### config.mk
export PLATFORM = sky130hd
export DESIGN_NAME = line_edit_command_buffer_unit
export DESIGN_NICKNAME = d
export VERILOG_FILES = /design/src/rtl/core/lecb_pkg.sv /design/src/rtl/core/lecb_ram.sv /design/src/rtl/core/lecb_front.sv /design/src/rtl/core/lecb_back.sv /design/src/rtl/core/line_edit_command_buffer_unit.sv
export SDC_FILE = /design/constraint.sdc
export NUM_CORES = 1
export LEC_CHECK = 0
export ABC_AREA = 1
export BUFFER_PORTS_ARGS = -buffer_cell sky130_fd_sc_hd__buf_2
export CAP_MARGIN = 0
export CELL_PAD_IN_SITES_DETAIL_PLACEMENT = 1
export CELL_PAD_IN_SITES_GLOBAL_PLACEMENT = 1
export CORE_MARGIN = 3
export CORE_UTILIZATION = 45
export DETAILED_ROUTE_END_ITERATION = 10
export PLACE_DENSITY = 0.78
export RECOVER_POWER = 100
export SYNTH_ARGS = -nofsm -noshare
export SYNTH_HDL_FRONTEND = slang
export SYNTH_SLANG_ARGS = --single-unit
### constraint.sdc
create_clock -name clk -period 4 [get_ports clk]
set_clock_uncertainty 0.1 [all_clocks]
set_input_delay 0.8 -clock clk [delete_from_list [all_inputs] [get_ports clk]]
set_output_delay 0.8 -clock clk [all_outputs]
set_load 0.01 [all_outputs]
### src/rtl/core/lecb_pkg.sv
`timescale 1ns / 1ps

package lecb_pkg;

  localparam logic [7:0] CH_CR    = 8'h0d;
  localparam logic [7:0] CH_BS    = 8'h08;
  localparam logic [7:0] CH_DEL   = 8'h7f;
  localparam logic [7:0] CH_SPACE = 8'h20;

  // longest command emitted by one fetch
  localparam int unsigned MAX_RESULTS = 32;
  localparam int unsigned NW          = $clog2(MAX_RESULTS + 1);

  // command queue between front and back
  localparam int unsigned CQ_DEPTH = 2;
  localparam int unsigned CQ_AW    = $clog2(CQ_DEPTH);

  typedef enum logic [2:0] {
    ST_ECHO      = 3'd0,
    ST_DROP      = 3'd1,
    ST_FULL      = 3'd2,
    ST_CMD_BYTE  = 3'd3,
    ST_EMPTY_CMD = 3'd4,
    ST_NO_CMD    = 3'd5
  } status_t;

  typedef enum logic [1:0] {
    ENG_IDLE,
    ENG_EDIT_CHK,
    ENG_FETCH_CHK
  } eng_state_t;

  // decoded transaction handed from front to back
  typedef struct packed {
    logic       fetch;
    logic [7:0] ch;
    logic       is_cr;
    logic       is_edit;
    logic       is_ctl;
  } cmd_t;

  // result as it leaves the back end
  typedef struct packed {
    status_t    status;
    logic [7:0] data;
    logic       last;
    logic       has_cmd;
  } res_t;

endpackage

### src/rtl/core/lecb_ram.sv
`timescale 1ns / 1ps

module lecb_ram #(
  parameter int unsigned WIDTH = 8,
  parameter int unsigned DEPTH = 32
) (
  input  logic                     clk,
  input  logic                     wr_en,
  input  logic [$clog2(DEPTH)-1:0] wr_addr,
  input  logic [WIDTH-1:0]         wr_data,
  input  logic                     rd_en,
  input  logic [$clog2(DEPTH)-1:0] rd_addr,
  output logic [WIDTH-1:0]         rd_data
);

  logic [WIDTH-1:0] mem [DEPTH];
  logic [WIDTH-1:0] rd_data_r;

  always_ff @(posedge clk) begin
    if (wr_en) begin
      mem[wr_addr] <= wr_data;
    end
    if (rd_en) begin
      rd_data_r <= mem[rd_addr];
    end
  end

  assign rd_data = rd_data_r;

endmodule

### src/rtl/core/lecb_front.sv
`timescale 1ns / 1ps

module lecb_front (
  input  logic          clk,
  input  logic          rst_n,
  input  logic          in_push,
  output logic          in_full,
  input  logic          in_mode,
  input  logic [7:0]    in_rx_byte,
  output logic          cmd_valid,
  output lecb_pkg::cmd_t cmd,
  input  logic          cmd_take
);

  import lecb_pkg::*;

  cmd_t               q_r [CQ_DEPTH];
  logic [CQ_AW-1:0]   wr_ptr_r, wr_ptr_nxt;
  logic [CQ_AW-1:0]   rd_ptr_r, rd_ptr_nxt;
  logic [CQ_AW:0]     cnt_r, cnt_nxt;
  logic               push_ok;
  logic               pop_ok;
  cmd_t               dec;

  // character classes
  always_comb begin
    dec.fetch   = in_mode;
    dec.ch      = in_rx_byte;
    dec.is_cr   = (in_rx_byte == CH_CR);
    dec.is_edit = (in_rx_byte == CH_BS) || (in_rx_byte == CH_DEL);
    dec.is_ctl  = (in_rx_byte != CH_CR) && (in_rx_byte != CH_BS) &&
                  ((in_rx_byte < CH_SPACE) || (in_rx_byte > CH_DEL));
  end

  assign in_full   = (cnt_r == (CQ_AW+1)'(CQ_DEPTH));
  assign push_ok   = in_push && !in_full;
  assign cmd_valid = (cnt_r != '0);
  assign pop_ok    = cmd_take && cmd_valid;
  assign cmd       = q_r[rd_ptr_r];

  always_comb begin
    wr_ptr_nxt = push_ok ? wr_ptr_r + 1'b1 : wr_ptr_r;
    rd_ptr_nxt = pop_ok ? rd_ptr_r + 1'b1 : rd_ptr_r;
    cnt_nxt    = cnt_r + (CQ_AW+1)'(push_ok) - (CQ_AW+1)'(pop_ok);
  end

  always_ff @(posedge clk) begin
    if (!rst_n) begin
      wr_ptr_r <= '0;
      rd_ptr_r <= '0;
      cnt_r    <= '0;
    end else begin
      wr_ptr_r <= wr_ptr_nxt;
      rd_ptr_r <= rd_ptr_nxt;
      cnt_r    <= cnt_nxt;
    end
  end

  always_ff @(posedge clk) begin
    if (push_ok) begin
      q_r[wr_ptr_r] <= dec;
    end
  end

endmodule

### src/rtl/core/lecb_back.sv
`timescale 1ns / 1ps

module lecb_back #(
  parameter int unsigned RING_DEPTH = 32
) (
  input  logic                          clk,
  input  logic                          rst_n,
  input  logic                          cmd_valid,
  input  lecb_pkg::cmd_t                cmd,
  output logic                          cmd_take,
  output logic                          ram_wr_en,
  output logic [$clog2(RING_DEPTH)-1:0] ram_wr_addr,
  output logic [7:0]                    ram_wr_data,
  output logic                          ram_rd_en,
  output logic [$clog2(RING_DEPTH)-1:0] ram_rd_addr,
  input  logic [7:0]                    ram_rd_data,
  output logic                          res_valid,
  output lecb_pkg::res_t                res,
  input  logic                          res_pop
);

  import lecb_pkg::*;

  localparam int unsigned PW = $clog2(RING_DEPTH);
  localparam logic [PW-1:0] LAST_IDX = PW'(RING_DEPTH - 1);

  function automatic logic [PW-1:0] ptr_inc(input logic [PW-1:0] p);
    ptr_inc = (p == LAST_IDX) ? '0 : p + 1'b1;
  endfunction

  function automatic logic [PW-1:0] ptr_dec(input logic [PW-1:0] p);
    ptr_dec = (p == '0) ? LAST_IDX : p - 1'b1;
  endfunction

  eng_state_t    state_r, state_nxt;
  logic [PW-1:0] wp_r, wp_nxt;
  logic [PW-1:0] rp_r, rp_nxt;
  logic [PW-1:0] scan_r, scan_nxt;
  logic [PW-1:0] cr_cnt_r, cr_cnt_nxt;
  logic [NW-1:0] n_r, n_nxt;
  logic [7:0]    pend_r, pend_nxt;
  logic          pend_v_r, pend_v_nxt;
  logic [7:0]    ch_r, ch_nxt;
  logic          ov_r, ov_nxt;
  res_t          ores_r, ores_nxt;

  logic          out_free;
  logic          hc_now;
  logic          ring_full;
  logic          last_slot;
  logic          rd_is_cr;
  logic          need_emit;
  logic          hc_fetch;

  assign out_free  = !ov_r || res_pop;
  assign hc_now    = (cr_cnt_r != '0);
  assign hc_fetch  = (cr_cnt_r > PW'(1));
  assign ring_full = (ptr_inc(wp_r) == rp_r);
  assign last_slot = (ptr_inc(ptr_inc(wp_r)) == rp_r);
  assign rd_is_cr  = (ram_rd_data == CH_CR);
  assign need_emit = (n_r < NW'(MAX_RESULTS));

  assign res_valid = ov_r;
  assign res       = ores_r;

  always_comb begin
    state_nxt   = state_r;
    wp_nxt      = wp_r;
    rp_nxt      = rp_r;
    scan_nxt    = scan_r;
    cr_cnt_nxt  = cr_cnt_r;
    n_nxt       = n_r;
    pend_nxt    = pend_r;
    pend_v_nxt  = pend_v_r;
    ch_nxt      = ch_r;
    ov_nxt      = ov_r && !res_pop;
    ores_nxt    = ores_r;
    cmd_take    = 1'b0;
    ram_wr_en   = 1'b0;
    ram_wr_addr = wp_r;
    ram_wr_data = cmd.ch;
    ram_rd_en   = 1'b0;
    ram_rd_addr = rp_r;

    case (state_r)
      ENG_IDLE: begin
        if (cmd_valid && out_free) begin
          cmd_take = 1'b1;
          if (cmd.fetch) begin
            if (!hc_now) begin
              ov_nxt   = 1'b1;
              ores_nxt = '{status: ST_NO_CMD, data: 8'h00, last: 1'b1, has_cmd: 1'b0};
            end else begin
              ram_rd_en   = 1'b1;
              ram_rd_addr = rp_r;
              scan_nxt    = rp_r;
              pend_v_nxt  = 1'b0;
              n_nxt       = '0;
              state_nxt   = ENG_FETCH_CHK;
            end
          end else if (ring_full) begin
            ov_nxt   = 1'b1;
            ores_nxt = '{status: ST_FULL, data: 8'h00, last: 1'b1, has_cmd: hc_now};
          end else if (cmd.is_ctl || (last_slot && !cmd.is_cr && !cmd.is_edit)) begin
            ov_nxt   = 1'b1;
            ores_nxt = '{status: ST_DROP, data: 8'h00, last: 1'b1, has_cmd: hc_now};
          end else if (cmd.is_edit) begin
            if (wp_r != rp_r) begin
              // need the newest byte to know whether a CR goes away
              ram_rd_en   = 1'b1;
              ram_rd_addr = ptr_dec(wp_r);
              ch_nxt      = cmd.ch;
              state_nxt   = ENG_EDIT_CHK;
            end else begin
              ov_nxt   = 1'b1;
              ores_nxt = '{status: ST_ECHO, data: cmd.ch, last: 1'b1, has_cmd: hc_now};
            end
          end else begin
            ram_wr_en   = 1'b1;
            ram_wr_addr = wp_r;
            ram_wr_data = cmd.ch;
            wp_nxt      = ptr_inc(wp_r);
            cr_cnt_nxt  = cr_cnt_r + PW'(cmd.is_cr);
            ov_nxt      = 1'b1;
            ores_nxt    = '{status: ST_ECHO, data: cmd.ch, last: 1'b1,
                            has_cmd: hc_now || cmd.is_cr};
          end
        end
      end

      ENG_EDIT_CHK: begin
        if (out_free) begin
          cr_cnt_nxt = cr_cnt_r - PW'(rd_is_cr);
          wp_nxt     = ptr_dec(wp_r);
          ov_nxt     = 1'b1;
          ores_nxt   = '{status: ST_ECHO, data: ch_r, last: 1'b1,
                         has_cmd: (cr_cnt_r - PW'(rd_is_cr)) != '0};
          state_nxt  = ENG_IDLE;
        end
      end

      ENG_FETCH_CHK: begin
        // ram_rd_data holds the byte at scan_r; pend_r the byte before it
        if (!pend_v_r) begin
          if (rd_is_cr) begin
            if (out_free) begin
              ov_nxt     = 1'b1;
              ores_nxt   = '{status: ST_EMPTY_CMD, data: 8'h00, last: 1'b1,
                             has_cmd: hc_fetch};
              rp_nxt     = ptr_inc(scan_r);
              cr_cnt_nxt = cr_cnt_r - PW'(1);
              state_nxt  = ENG_IDLE;
            end
          end else begin
            pend_nxt    = ram_rd_data;
            pend_v_nxt  = 1'b1;
            scan_nxt    = ptr_inc(scan_r);
            ram_rd_en   = 1'b1;
            ram_rd_addr = ptr_inc(scan_r);
          end
        end else if (!need_emit || out_free) begin
          if (need_emit) begin
            ov_nxt   = 1'b1;
            ores_nxt = '{status: ST_CMD_BYTE, data: pend_r,
                         last: rd_is_cr || (n_r == NW'(MAX_RESULTS - 1)),
                         has_cmd: hc_fetch};
            n_nxt    = n_r + 1'b1;
          end
          if (rd_is_cr) begin
            rp_nxt     = ptr_inc(scan_r);
            cr_cnt_nxt = cr_cnt_r - PW'(1);
            pend_v_nxt = 1'b0;
            state_nxt  = ENG_IDLE;
          end else begin
            pend_nxt    = ram_rd_data;
            scan_nxt    = ptr_inc(scan_r);
            ram_rd_en   = 1'b1;
            ram_rd_addr = ptr_inc(scan_r);
          end
        end
      end

      default: begin
        state_nxt = ENG_IDLE;
      end
    endcase
  end

  always_ff @(posedge clk) begin
    if (!rst_n) begin
      state_r  <= ENG_IDLE;
      wp_r     <= '0;
      rp_r     <= '0;
      cr_cnt_r <= '0;
      pend_v_r <= 1'b0;
      n_r      <= '0;
      ov_r     <= 1'b0;
    end else begin
      state_r  <= state_nxt;
      wp_r     <= wp_nxt;
      rp_r     <= rp_nxt;
      cr_cnt_r <= cr_cnt_nxt;
      pend_v_r <= pend_v_nxt;
      n_r      <= n_nxt;
      ov_r     <= ov_nxt;
    end
  end

  always_ff @(posedge clk) begin
    scan_r <= scan_nxt;
    pend_r <= pend_nxt;
    ch_r   <= ch_nxt;
    ores_r <= ores_nxt;
  end

endmodule

### src/rtl/core/line_edit_command_buffer_unit.sv
`timescale 1ns / 1ps
// A received byte passes through the two-entry command queue and the back end's result
// register; BS/DEL on a non-empty ring first reads the newest stored byte back from the ring RAM.
// Throughput: one received byte per cycle into a two-entry queue while it is not full, drained
// at up to one per cycle; a fetch reads the ring one byte per cycle through the RAM read port.
// Output stalls hold the engine.
// Reset (rst_n low, synchronous) empties the ring pointers and queues; ring RAM is not cleared.

module line_edit_command_buffer_unit #(
  parameter int unsigned RING_DEPTH = 32
) (
  input  logic       clk,
  input  logic       rst_n,
  input  logic       in_push,
  output logic       in_full,
  input  logic       in_mode,
  input  logic [7:0] in_rx_byte,
  output logic       out_empty,
  input  logic       out_pop,
  output logic [2:0] out_status,
  output logic [7:0] out_data_byte,
  output logic       out_last,
  output logic       out_has_command
);

  import lecb_pkg::*;

  localparam int unsigned PW = $clog2(RING_DEPTH);

  cmd_t          cmd;
  logic          cmd_valid;
  logic          cmd_take;
  logic          ram_wr_en;
  logic [PW-1:0] ram_wr_addr;
  logic [7:0]    ram_wr_data;
  logic          ram_rd_en;
  logic [PW-1:0] ram_rd_addr;
  logic [7:0]    ram_rd_data;
  logic          res_valid;
  res_t          res;

  lecb_front u_front (
    .clk        (clk),
    .rst_n      (rst_n),
    .in_push    (in_push),
    .in_full    (in_full),
    .in_mode    (in_mode),
    .in_rx_byte (in_rx_byte),
    .cmd_valid  (cmd_valid),
    .cmd        (cmd),
    .cmd_take   (cmd_take)
  );

  lecb_ram #(
    .WIDTH (8),
    .DEPTH (RING_DEPTH)
  ) u_ring (
    .clk     (clk),
    .wr_en   (ram_wr_en),
    .wr_addr (ram_wr_addr),
    .wr_data (ram_wr_data),
    .rd_en   (ram_rd_en),
    .rd_addr (ram_rd_addr),
    .rd_data (ram_rd_data)
  );

  lecb_back #(
    .RING_DEPTH (RING_DEPTH)
  ) u_back (
    .clk         (clk),
    .rst_n       (rst_n),
    .cmd_valid   (cmd_valid),
    .cmd         (cmd),
    .cmd_take    (cmd_take),
    .ram_wr_en   (ram_wr_en),
    .ram_wr_addr (ram_wr_addr),
    .ram_wr_data (ram_wr_data),
    .ram_rd_en   (ram_rd_en),
    .ram_rd_addr (ram_rd_addr),
    .ram_rd_data (ram_rd_data),
    .res_valid   (res_valid),
    .res         (res),
    .res_pop     (out_pop)
  );

  assign out_empty       = !res_valid;
  assign out_status      = res.status;
  assign out_data_byte   = res.data;
  assign out_last        = res.last;
  assign out_has_command = res.has_cmd;

endmodule

==> results.ini <==
[global_routing]
grt_max_degree = 79
grt_use_total = 0.275
grt_pass1_vias = 13700
antenna_found_initial = 0
grt_remaining_overflow = 0
grt_pass1_wl_um = 82100

[synth]
syn_inst = 1660
synth.area.top_cells = edfxtp_1 58%, nand2_1 9.9%, nand3_1 8.3%
synth_edf_count = 322
syn_nets = 1696
yosys.area.top_type = edfxtp_1
yosysTopAreaCellShare = 0.583
syn-mean-instance-area_um2 = 9.99
ys_warn_count = 0
ys_ff_latch = 352
synth-main-ff-cell = edfxtp_1
seq_area_frac_synth = 0.620
yosysUniqueCellTypes = 49
syn_area_um2 = 16600
async_flop_share = 0

[clock_network]
cts_root_buf = clkbuf_16
clockBufferDepth = 3
htree_levels = 2
clkTransAtPathRegs_ps = 60
numCtsBuffers = 39
worstSkewPairLatency_ps = 550
clkSinkCount = 352
cts_tree = yes

[setup_path]
cp_max_fo = 7
worst_setup_path_start_kind = flip-flop
critPathRequiredTime_ps = 4190
critPathSlowestCell = dfxtp_2
cp_common_cell = nand2_1
cp.arrival_ps = 4310
end_kind = flip-flop
critPathMaxStageDelay_ps = 330
critPathKind = reg -> reg

[sta]
worst_pin_slew_ps = 2340
period_needed_ps = 4120
finalHoldViolCount = 0
min_period_over_period = 1.03
slew_violations = 140
grt_setup_unrepaired = true
slew_headroom = -0.561
fmax_mhz = 243
setup_slack_ps = -116
finalSetupViolCount = 8

[power]
ir_drop_mv = 0.493
power_mw = 18.3
power_density_nw_per_um2 = 899
total_leakage_power_nw = 8.11

[floorplan]
dieArea_um2 = 39200
num_rows = 69
core_um2 = 35900
num_io_pins = 28
die-width_um = 198
die_h_um = 198
initial_utilization = 0.462

[detailed_routing]
via_per_inst = 6.04
dr.pass1.iters = 5
drc = 0
vias = 13700
ant_nets = 0
post_drt_wl_per_cell_um = 26.2
drtIter0Drc = 1553
wl_um = 59500

[cells_and_area]
syn_to_final_growth_pct = 22.5
num-nets-final = 1822
antenna_cells = 0
drive_above_1_share = 0.199
final_cell_mix = 382 x nand2_1, 322 x edfxtp_1, 194 x nand3_1
fin_area_um2 = 20300
fillers = 3846
final_common_cell = nand2_1

[job]
maxCapViolations = 4

[run_status]
status = finished, violations left
violations = capacitance limit, slew limit, setup timing

[placement]
gp_congestion = 0.916
dp_hpwl_um = 32400
io_buffer_count = 27
postPlaceCellArea_um2 = 17700

[hold_path]
holdCritPathClass = reg -> reg

[cell usage after synthesis, types with 3 or more instances]
| cell type | instances |
|---|---|
| a21oi_1 | 50 |
| a31oi_1 | 5 |
| o21ai_0 | 47 |
| nand2_2 | 5 |
| inv_2 | 7 |
| nand4_1 | 4 |
| buf_2 | 21 |
| clkbuf_1 | 20 |
| ha_1 | 23 |
| xor2_1 | 4 |
| nor4_1 | 5 |
| nor3_1 | 14 |
| buf_6 | 14 |
| dfxtp_1 | 30 |
| xnor2_1 | 4 |
| nand3b_1 | 57 |
| clkinv_1 | 3 |
| inv_1 | 145 |
| nand3_1 | 276 |
| o21a_1 | 3 |
| nand3_2 | 3 |
| edfxtp_1 | 322 |
| buf_4 | 24 |
| nand2_1 | 437 |
| nor2_2 | 4 |
| nor2_1 | 101 |
[critical path: cells and delay by family (launching register included)]
family | cells | cell delay, ps
buf+inv | 4 | 470
fa+ha+maj | 3 | 600
flops | 1 | 330
simple gates | 27 | 2320
[worst paths after layout]
check | start | end | slack [ps] | depth (start not counted)
min reg2reg | u_back.n_r[0] | u_back.n_r[0] | 390 | 2
max | u_back.wp_r[1] | u_ring.rd_data[1] | -120 | 34
max reg2reg | u_back.wp_r[1] | u_ring.rd_data[1] | -120 | 34
min | u_back.n_r[0] | u_back.n_r[0] | 390 | 2
[through the flow]
stage	setup WS, ps	hold WS (ps)	util	cells	setup TNS, ps
4_1_cts	0.861	350	0.540	2250	0
2_1_floorplan	316	318	-	1660	0
5_1_grt	-357	389	0.566	2274	-2720
3_5_place_dp	-162	381	0.491	2163	-686
6_report	-116	386	0.566	2274	-747
3_3_place_gp	-39.7	366	0.491	2163	-132
[power by group]
| part | total (mW) | internal (mW) | switching, mW |
|---|---|---|---|
| combinational | 9.64 | 3.23 | 6.41 |
| sequential | 5.05 | 4.83 | 0.216 |
| clock | 3.57 | 2.05 | 1.52 |
[sequential cells by signal, summed over array words and instances (netlist names), 5 cells and up, named ones only]
name             count
u_back.n_r           6
u_back.ch_r          8
u_back.wp_r          5
u_back.pend_r        8
u_front.q_r         24
u_back.cr_cnt_r      5
u_back.rp_r          5
u_back.res          13
u_ring.rd_data       8
u_ring.mem         256
u_back.scan_r        5
[routing by layer]
| layer | up-vias | GRT usage | part of all wire |
|---|---|---|---|
| li1 | 5931 | - | - |
| met5 | - | 0 | 0 |
| met2 | 780 | 0.469 | 0.49 |
| met3 | 195 | 0.0430 | 0.083 |
| met4 | 0 | 0.103 | 0.047 |
| met1 | 6819 | 0.358 | 0.38 |
[kinds of logic (layout without fill, tap and decap cells)]
family,count (synthesis),in the layout,synth area share
flops,352,352,0.620
mux,1,1,0.000604
simple gates,915,917,0.249
buf+inv,236,387,0.0668
fa+ha+maj,23,23,0.0174
xor+xnor,8,8,0.00423
compound gates,125,125,0.0429
[final cells by class]
type,count,area [um^2],area share
sequential,352,10300,0.506
tap,461,577,0.0284
clock buffer,48,1010,0.0497
multi-input combinational,1074,5940,0.292
timing repair buffer,164,1720,0.0848
clock inverter,20,201,0.00992
inverter,155,592,0.0291
[what timing repair did]
action	4_1_cts	5_1_grt
endpoints found under the setup margin	8	264
resized for setup	39	156
setup buffers	12	12
hold buffers	0	0
pin swaps	11	53
cloned	7	16
Power figures use the tool's default switching activity.
